===== src/hdl/tps_pkg.sv =====
// ----------------------------------------------------------------------------
// tps_pkg: task priority sorter package
// Record type, cell control bundle, state encoding and the sort order.
// ----------------------------------------------------------------------------
package tps_pkg;

  localparam int unsigned IdW   = 15;
  localparam int unsigned PrioW = 8;
  localparam int unsigned TimeW = 20;

  // One stored task record
  typedef struct packed {
    logic [IdW-1:0]   task_id;
    logic [PrioW-1:0] task_priority;
    logic [TimeW-1:0] run_time;
  } rec_t;

  // Control broadcast to every cell
  typedef struct packed {
    logic insert;  // place the incoming record into the chain
    logic shift;   // move every record one cell toward the head
  } cell_ctrl_t;

  typedef enum logic {
    ST_LOAD,
    ST_EMIT
  } state_e;

  // True when record a must come out before record b
  function automatic logic goes_before(rec_t a, rec_t b);
    logic res;
    if (a.task_priority != b.task_priority) begin
      res = (a.task_priority > b.task_priority);
    end else if (a.run_time != b.run_time) begin
      res = (a.run_time < b.run_time);
    end else begin
      res = (a.task_id < b.task_id);
    end
    return res;
  endfunction

endpackage


===== src/hdl/tps_if.sv =====
// ----------------------------------------------------------------------------
// tps_if: sorter channel interfaces
// Valid/ready channels for incoming task words and sorted result words.
// ----------------------------------------------------------------------------
interface tps_task_if;
  logic                           valid;
  logic                           ready;
  logic [tps_pkg::IdW-1:0]        task_id;
  logic [tps_pkg::PrioW-1:0]      task_priority;
  logic [tps_pkg::TimeW-1:0]      run_time;
  logic                           batch_end;

  modport source (output valid, task_id, task_priority, run_time, batch_end,
                  input ready);
  modport sink   (input valid, task_id, task_priority, run_time, batch_end,
                  output ready);
endinterface

interface tps_result_if;
  logic                           valid;
  logic                           ready;
  logic [tps_pkg::IdW-1:0]        out_id;
  logic [tps_pkg::PrioW-1:0]      out_priority;
  logic [tps_pkg::TimeW-1:0]      out_time;
  logic                           run_last;
  logic                           overflowed;

  modport source (output valid, out_id, out_priority, out_time, run_last, overflowed,
                  input ready);
  modport sink   (input valid, out_id, out_priority, out_time, run_last, overflowed,
                  output ready);
endinterface


===== src/hdl/task_priority_sorter.sv =====
// ----------------------------------------------------------------------------
// task_priority_sorter: multi-key priority sort of a batch of task records
//
//   channel   dir  handshake     word contents
//   task_i    in   valid/ready   task_id, task_priority, run_time, batch_end
//   result_o  out  valid/ready   out_id, out_priority, out_time, run_last,
//                                overflowed
//
// Load: one task word per cycle; the insertion chain of MAX_TASKS cells
// places it as it is taken, or drops it when full. The batch_end word
// switches to emit. Emit: one result word per cycle from the head cell;
// task_i.ready stays low until the run_last word is taken.
// Reset clears all cell valid bits, the drop flag and the state; no clear pass.
// A stall on result_o holds the head word and the whole chain.
// ----------------------------------------------------------------------------
module task_priority_sorter #(
  parameter int unsigned MAX_TASKS = 32
) (
  input  logic         clk_i,
  input  logic         rst_ni,
  tps_task_if.sink     task_i,
  tps_result_if.source result_o
);

  tps_pkg::state_e     state_q, state_d;
  tps_pkg::cell_ctrl_t ctrl;
  tps_pkg::rec_t       new_rec;
  tps_pkg::rec_t       rec_w   [MAX_TASKS];
  logic                valid_w [MAX_TASKS];
  logic                place_w [MAX_TASKS];
  logic                drop_q, drop_d;
  logic                in_acc, out_acc, full, last_word;

  assign in_acc    = task_i.valid && task_i.ready;
  assign out_acc   = result_o.valid && result_o.ready;
  assign full      = valid_w[MAX_TASKS-1];
  assign last_word = !valid_w[1];

  assign new_rec.task_id       = task_i.task_id;
  assign new_rec.task_priority = task_i.task_priority;
  assign new_rec.run_time      = task_i.run_time;

  // Insert only while there is room; drain on each taken result word
  assign ctrl.insert = in_acc && !full;
  assign ctrl.shift  = out_acc;

  // Build the cell chain
  for (genvar k = 0; k < MAX_TASKS; k++) begin : g_cell
    tps_pkg::rec_t left_rec, right_rec;
    logic          left_valid, left_place, right_valid;

    if (k == 0) begin : g_head
      assign left_rec   = '0;
      assign left_valid = 1'b0;
      assign left_place = 1'b0;
    end else begin : g_mid
      assign left_rec   = rec_w[k-1];
      assign left_valid = valid_w[k-1];
      assign left_place = place_w[k-1];
    end

    if (k == MAX_TASKS - 1) begin : g_tail
      assign right_rec   = '0;
      assign right_valid = 1'b0;
    end else begin : g_body
      assign right_rec   = rec_w[k+1];
      assign right_valid = valid_w[k+1];
    end

    tps_cell u_cell (
      .clk_i         (clk_i),
      .rst_ni        (rst_ni),
      .ctrl_i        (ctrl),
      .new_rec_i     (new_rec),
      .left_rec_i    (left_rec),
      .left_valid_i  (left_valid),
      .left_place_i  (left_place),
      .right_rec_i   (right_rec),
      .right_valid_i (right_valid),
      .place_o       (place_w[k]),
      .rec_o         (rec_w[k]),
      .valid_o       (valid_w[k])
    );
  end

  // Set drop flag on a discarded word, clear it after the run
  always_comb begin
    drop_d = drop_q;
    if (in_acc && full) begin
      drop_d = 1'b1;
    end else if (out_acc && last_word) begin
      drop_d = 1'b0;
    end
  end

  // Next state
  always_comb begin
    state_d = state_q;
    case (state_q)
      tps_pkg::ST_LOAD: begin
        if (in_acc && task_i.batch_end) begin
          state_d = tps_pkg::ST_EMIT;
        end
      end
      tps_pkg::ST_EMIT: begin
        if (out_acc && last_word) begin
          state_d = tps_pkg::ST_LOAD;
        end
      end
      default: state_d = tps_pkg::ST_LOAD;
    endcase
  end

  // Handshake outputs
  always_comb begin
    task_i.ready   = 1'b0;
    result_o.valid = 1'b0;
    case (state_q)
      tps_pkg::ST_LOAD: task_i.ready   = 1'b1;
      tps_pkg::ST_EMIT: result_o.valid = 1'b1;
      default: begin
        task_i.ready   = 1'b0;
        result_o.valid = 1'b0;
      end
    endcase
  end

  always_ff @(posedge clk_i or negedge rst_ni) begin
    if (!rst_ni) begin
      state_q <= tps_pkg::ST_LOAD;
      drop_q  <= 1'b0;
    end else begin
      state_q <= state_d;
      drop_q  <= drop_d;
    end
  end

  // Head cell drives the result word
  assign result_o.out_id       = rec_w[0].task_id;
  assign result_o.out_priority = rec_w[0].task_priority;
  assign result_o.out_time     = rec_w[0].run_time;
  assign result_o.run_last     = last_word;
  assign result_o.overflowed   = drop_q;

endmodule


===== src/hdl/tps_cell.sv =====
// ----------------------------------------------------------------------------
// tps_cell: one slot of the insertion chain
// Holds one record; compares it with the incoming record, takes the new
// record or the left neighbor's on insert, the right neighbor's on emit.
// ----------------------------------------------------------------------------
module tps_cell (
  input  logic                clk_i,
  input  logic                rst_ni,
  input  tps_pkg::cell_ctrl_t ctrl_i,
  input  tps_pkg::rec_t       new_rec_i,
  input  tps_pkg::rec_t       left_rec_i,
  input  logic                left_valid_i,
  input  logic                left_place_i,
  input  tps_pkg::rec_t       right_rec_i,
  input  logic                right_valid_i,
  output logic                place_o,
  output tps_pkg::rec_t       rec_o,
  output logic                valid_o
);

  tps_pkg::rec_t rec_q, rec_d;
  logic          valid_q, valid_d;

  // New record belongs here or earlier when this slot is empty or ranks lower
  assign place_o = !valid_q || tps_pkg::goes_before(new_rec_i, rec_q);

  // Select next contents: shift toward head, shift away on insert, or load
  always_comb begin
    rec_d   = rec_q;
    valid_d = valid_q;
    if (ctrl_i.shift) begin
      rec_d   = right_rec_i;
      valid_d = right_valid_i;
    end else if (ctrl_i.insert && place_o) begin
      if (left_place_i) begin
        rec_d   = left_rec_i;
        valid_d = left_valid_i;
      end else begin
        rec_d   = new_rec_i;
        valid_d = 1'b1;
      end
    end
  end

  always_ff @(posedge clk_i or negedge rst_ni) begin
    if (!rst_ni) begin
      valid_q <= 1'b0;
    end else begin
      valid_q <= valid_d;
    end
  end

  always_ff @(posedge clk_i) begin
    rec_q <= rec_d;
  end

  assign rec_o   = rec_q;
  assign valid_o = valid_q;

endmodule


===== src/flat_wrapper.sv =====
// flat-port wrapper written by rule: the top's interface ports become plain ports
module task_priority_sorter_flat 
#(
  parameter int unsigned MAX_TASKS = 32
)
  (clk_i, rst_ni, task_i_valid, task_i_task_id, task_i_task_priority, task_i_run_time, task_i_batch_end, task_i_ready, result_o_valid, result_o_out_id, result_o_out_priority, result_o_out_time, result_o_run_last, result_o_overflowed, result_o_ready);
  tps_task_if task_i_i ();
  tps_result_if result_o_i ();
  input  logic clk_i;
  input  logic rst_ni;
  input wire logic [$bits(task_i_i.valid)-1:0] task_i_valid;
  input wire logic [$bits(task_i_i.task_id)-1:0] task_i_task_id;
  input wire logic [$bits(task_i_i.task_priority)-1:0] task_i_task_priority;
  input wire logic [$bits(task_i_i.run_time)-1:0] task_i_run_time;
  input wire logic [$bits(task_i_i.batch_end)-1:0] task_i_batch_end;
  output wire logic [$bits(task_i_i.ready)-1:0] task_i_ready;
  output wire logic [$bits(result_o_i.valid)-1:0] result_o_valid;
  output wire logic [$bits(result_o_i.out_id)-1:0] result_o_out_id;
  output wire logic [$bits(result_o_i.out_priority)-1:0] result_o_out_priority;
  output wire logic [$bits(result_o_i.out_time)-1:0] result_o_out_time;
  output wire logic [$bits(result_o_i.run_last)-1:0] result_o_run_last;
  output wire logic [$bits(result_o_i.overflowed)-1:0] result_o_overflowed;
  input wire logic [$bits(result_o_i.ready)-1:0] result_o_ready;
  assign task_i_i.valid = task_i_valid;
  assign task_i_i.task_id = task_i_task_id;
  assign task_i_i.task_priority = task_i_task_priority;
  assign task_i_i.run_time = task_i_run_time;
  assign task_i_i.batch_end = task_i_batch_end;
  assign task_i_ready = task_i_i.ready;
  assign result_o_valid = result_o_i.valid;
  assign result_o_out_id = result_o_i.out_id;
  assign result_o_out_priority = result_o_i.out_priority;
  assign result_o_out_time = result_o_i.out_time;
  assign result_o_run_last = result_o_i.run_last;
  assign result_o_overflowed = result_o_i.overflowed;
  assign result_o_i.ready = result_o_ready;
  task_priority_sorter #(.MAX_TASKS(MAX_TASKS)) u_core (.clk_i(clk_i), .rst_ni(rst_ni), .task_i(task_i_i), .result_o(result_o_i));
endmodule

===== config.mk =====
export PLATFORM = sky130hd
export DESIGN_NAME = task_priority_sorter_flat
export DESIGN_NICKNAME = d
export VERILOG_FILES = /design/src/hdl/tps_pkg.sv /design/src/hdl/tps_if.sv /design/src/hdl/task_priority_sorter.sv /design/src/hdl/tps_cell.sv /design/src/flat_wrapper.sv
export SDC_FILE = /design/constraint.sdc
export NUM_CORES = 2
export LEC_CHECK = 0
export ABC_CLOCK_PERIOD_IN_PS = 12270
export BUFFER_PORTS_ARGS = -buffer_cell sky130_fd_sc_hd__buf_2
export CORE_AREA = 2 2 458 460
export DETAILED_ROUTE_END_ITERATION = 10
export DIE_AREA = 0 0 460 462
export RECOVER_POWER = 100
export SLEW_MARGIN = 25
export SYNTH_ARGS = -nofsm -noshare
export SYNTH_HDL_FRONTEND = slang
export SYNTH_SLANG_ARGS = --single-unit

===== constraint.sdc =====
create_clock -name clk_i -period 12.27 [get_ports clk_i]
set_input_delay 1.227 -clock clk_i [delete_from_list [all_inputs] [get_ports clk_i]]
set_output_delay 1.227 -clock clk_i [all_outputs]
set_load 0.05 [all_outputs]

==> run_results.csv <==
group,metric,value,unit
routing,avgRoutedWirePerCell,22.65,um
placement,gp_congestion,0.8950,
yosys,async_flop_share,2.411,%
setup_path,arrival_time_of_the_worst_setup_path,9.08,ns
layout,final_nets,11340,
floorplanning,chipWidth,460,um
setup_path,critical_path.max_fanout,47,
setup_path,critPathMaxStageDelay,2.50,ns
yosys,synth.area.top_cells,"sky130_fd_sc_hd__edfxtp_1 (40%), sky130_fd_sc_hd__ha_1 (16%), sky130_fd_sc_hd__mux2i_1 (6.7%)",
run,drv.max_cap_violation_count,47,
clock_network,cts_resized,0,
routing,routed_wl,291.0,mm
global_routing,number_of_global_route_vias_before_repair,78290,
yosys,synth.largest_area_cell,"sky130_fd_sc_hd__edfxtp_1",
placement,placed_instances,12540,
routing,drt_iter0_drc,6473,
clock_network,clockBufferDepth,3,
yosys,synthesis.nets,11630,
clock_network,clock_buffer_count_from_cts,167,
clock_network,tritoncts_num_sinks,1410,
sta,final_period_minus_worst_setup_slack,8.588,ns
placement,portBuffers,94,
power_and_ir_drop,ir_drop,288.8,uV
global_routing,grt_overflow,0,
setup_path,critical_path.n_buffers_inverters,3,
yosys,synthDominantCellAreaShare,39.53,%
yosys,post-synth-top-count-cell,"sky130_fd_sc_hd__edfxtp_1",
yosys,ys_warn_count,0,
routing,vias_per_cell,6.143,
placement,hpwl,213.5,mm
global_routing,global_route_wire_length_before_repair,451.8,mm
yosys,synth_edf_count,1333,
sta,report.final.setup_viol,0,
setup_path,setup.worst_path.end_class,"flop",
sta,worst_hold_slack,0.5292,ns
yosys,yosysUniqueCellTypes,63,
sta,final.setup_skew,0.02957,ns
power_and_ir_drop,leakagePower,0.04652,uW
clock_network,cts_setup_buffers,0,
clock_network,worstSkewPairLatency,0.82,ns
power_and_ir_drop,power.density_cell_area,267.4,nW/um2
setup_path,crit_path_cell_trace,"buf_2 -> clkbuf_1 -> ha_1 -> nand4_1 -> nor3_1 -> o21ai_0 -> o2111a_1 -> o41ai_4 -> clkbuf_1 -> mux2i_1 -> o21ai_0",
outcome,failed_checks,"capacitance limit, slew limit",
sta,period_share,69.99,%
routing,wl_met3,13.13,mm
yosys,mappedNetlistArea,101300,um2
clock_network,ctsHoldBuffers,0,
sta,slew_headroom,-174.0,%
floorplanning,pin_count,95,
layout,fin_util,51.96,%
min_path,worst_hold_check_path_type,"reg -> reg",
sta,rsz0062_at_grt,"false",
yosys,synth_top_cells_by_count,"sky130_fd_sc_hd__edfxtp_1 (1333), sky130_fd_sc_hd__ha_1 (1302), sky130_fd_sc_hd__inv_1 (1279)",
global_routing,antenna_found_initial,2,
clock_network,cts.clk_slew.worst_paths,0.05,ns
routing,postRouteAntennaNets,0,
clock_network,cts_tree,"done",
routing,route.layer.met1.wl,128.6,mm
setup_path,worst_setup_path_start_kind,"input port",
floorplanning,initial_core_util,48.66,%
floorplanning,rows,168,
yosys,synth_cells,10280,
routing,routed-via-count,78930,
routing,dr.pass1.iters,6,
sta,finalHoldViolCount,0,
routing,top_layer_used,"met4",
yosys,seq_area_frac_synth,41.22,%
routing,met2RoutedLength,136.6,mm
layout,area.growth.synth_to_final,6.781,%
clock_network,h-tree-depth,4,
setup_path,regToRegSetupSlack,4.00,ns
sta,timing.setup.tns,0,ns
floorplanning,design.core.area,208100,um2
setup_path,timing.critical_path.slowest_stage_cell,"sky130_fd_sc_hd__clkbuf_1",
global_routing,grt_start_max_net_pins,230,
yosys,synth_area_per_cell,9.852,um2
sta,final_max_tran_viols,2286,
setup_path,timing.critical_path.required,12.77,ns
sta,timing_worst_slew_pin_value,4.110,ns
outcome,run_status,"complete, but fails checks",
setup_path,timing.setup.critical_path_class,"in -> reg",
routing,detail_route.drc_violations,0,
floorplanning,area_enclosed_by_the_die_boundary,212500,um2
yosys,ys.flop_type,"sky130_fd_sc_hd__edfxtp_1",
layout,layout-drive-gt1-share,3.979,%
sta,fmaxAchievable,116.4,MHz
setup_path,cp_top_family,"buffers and inverters",
yosys,synth.ff_latch_count,1410,
floorplanning,vertical_extent_of_the_die,462,um
clock_network,clock_root_buffer,"sky130_fd_sc_hd__clkbuf_16",
layout,final_cell_count_no_fill,12850,
global_routing,grt_use_total,26.78,%
[through the flow]
stage	total power (uW)	worst slack, ns	area [um2]
3_5_place_dp	23820	6.102	103300
5_1_grt	31020	3.452	108100
3_3_place_gp	23280	6.181	103300
2_1_floorplan	20270	4.911	101300
6_report	28910	3.682	108100
4_1_cts	28750	6.978	108500
[layout by cell type (no fill, tap or decap), types with 35 or more instances in the layout]
cell                        netlist  layout
sky130_fd_sc_hd__edfxtp_1      1333    1333
sky130_fd_sc_hd__ha_1          1302    1302
sky130_fd_sc_hd__inv_1         1279    1279
sky130_fd_sc_hd__o21ai_0        612     844
sky130_fd_sc_hd__nand2_1        848     836
sky130_fd_sc_hd__nand3_1        736     733
sky130_fd_sc_hd__mux2i_1        677     677
sky130_fd_sc_hd__o221ai_1       600     600
sky130_fd_sc_hd__a21oi_1        431     431
sky130_fd_sc_hd__nor2_1         248     247
sky130_fd_sc_hd__a21o_1         213     213
sky130_fd_sc_hd__nand4_1        205     205
sky130_fd_sc_hd__clkbuf_16        0     175
sky130_fd_sc_hd__clkbuf_1       412     150
sky130_fd_sc_hd__nor2b_1        110     110
sky130_fd_sc_hd__buf_4           39      84
sky130_fd_sc_hd__o211ai_1        75      75
sky130_fd_sc_hd__a211oi_1        70      70
sky130_fd_sc_hd__nor3_1          45      49
sky130_fd_sc_hd__buf_2          162      47
sky130_fd_sc_hd__nand2b_1        46      46
sky130_fd_sc_hd__o21ai_1        287      43
sky130_fd_sc_hd__dfxtp_1         43      43
sky130_fd_sc_hd__and4_1          41      41
sky130_fd_sc_hd__and3_1          39      39
sky130_fd_sc_hd__o21a_1          35      35
[tightest hold or removal path: cells and delay by family, from the launching register on]
kind | cells | cell delay, ns
flip-flops | 1 | 0.32
AND/OR/NAND/NOR | 1 | 0.04
AO/OA/AOI/OAI | 1 | 0.06
[cell type report]
cell class,count,area [um2]
fill,19170,99980
sequential,1410,41740
inverter,1279,4801
antenna,2,5.005
clock buffer,250,4741
clock inverter,57,431.7
tap,2720,3403
timing repair buffer,223,1349
multi-input combinational,6908,51650
[state kept, by name, summed over array words and instances, names as in the netlist]
register	cells
u_core.state_q	1
u_core.g_cell.u_cell.rec_o	1376
u_core.g_cell.u_cell.valid_o	32
u_core.result_o.overflowed	1
[routing by layer]
layer	up-vias	GRT usage, %
li1	37670	-
met1	38460	35.50
met2	2285	44.71
met3	523	2.644
met4	0	11.27
met5	-	0
[worst paths after layout]
path	startpoint	end	depth (start not counted)
worst max-delay path	task_i_run_time[7]	u_core.g_cell[21].u_cell.rec_o[28]	11
worst min register to register	u_core.g_cell[31].u_cell.rec_o[20]	u_core.g_cell[30].u_cell.rec_o[20]	2
max in group asynchronous	rst_ni	u_core.g_cell[28].u_cell.valid_o	2
min in group asynchronous	rst_ni	u_core.g_cell[0].u_cell.valid_o	2
worst max register to register	u_core.state_q	u_core.g_cell[10].u_cell.rec_o[11]	6
worst min-delay path	u_core.g_cell[31].u_cell.rec_o[20]	u_core.g_cell[30].u_cell.rec_o[20]	2
[where the power goes]
group          switching, uW  internal [uW]  leakage, uW  total (uW)
clock                   2070           2800      0.00251        4860
combinational           8680           5200       0.0307       13900
sequential              1430           8740       0.0133       10200
total                  12200          16700       0.0465       28900
[cell families after synthesis]
logic type	synth area share, %
AOI/OAI and AO/OA	16.53
adders and majority gates	16.09
DFF	41.22
and+or+nand+nor	11.35
buffers and inverters	8.115
muxes	6.693
Note: power is estimated with default switching activity, not from simulation.
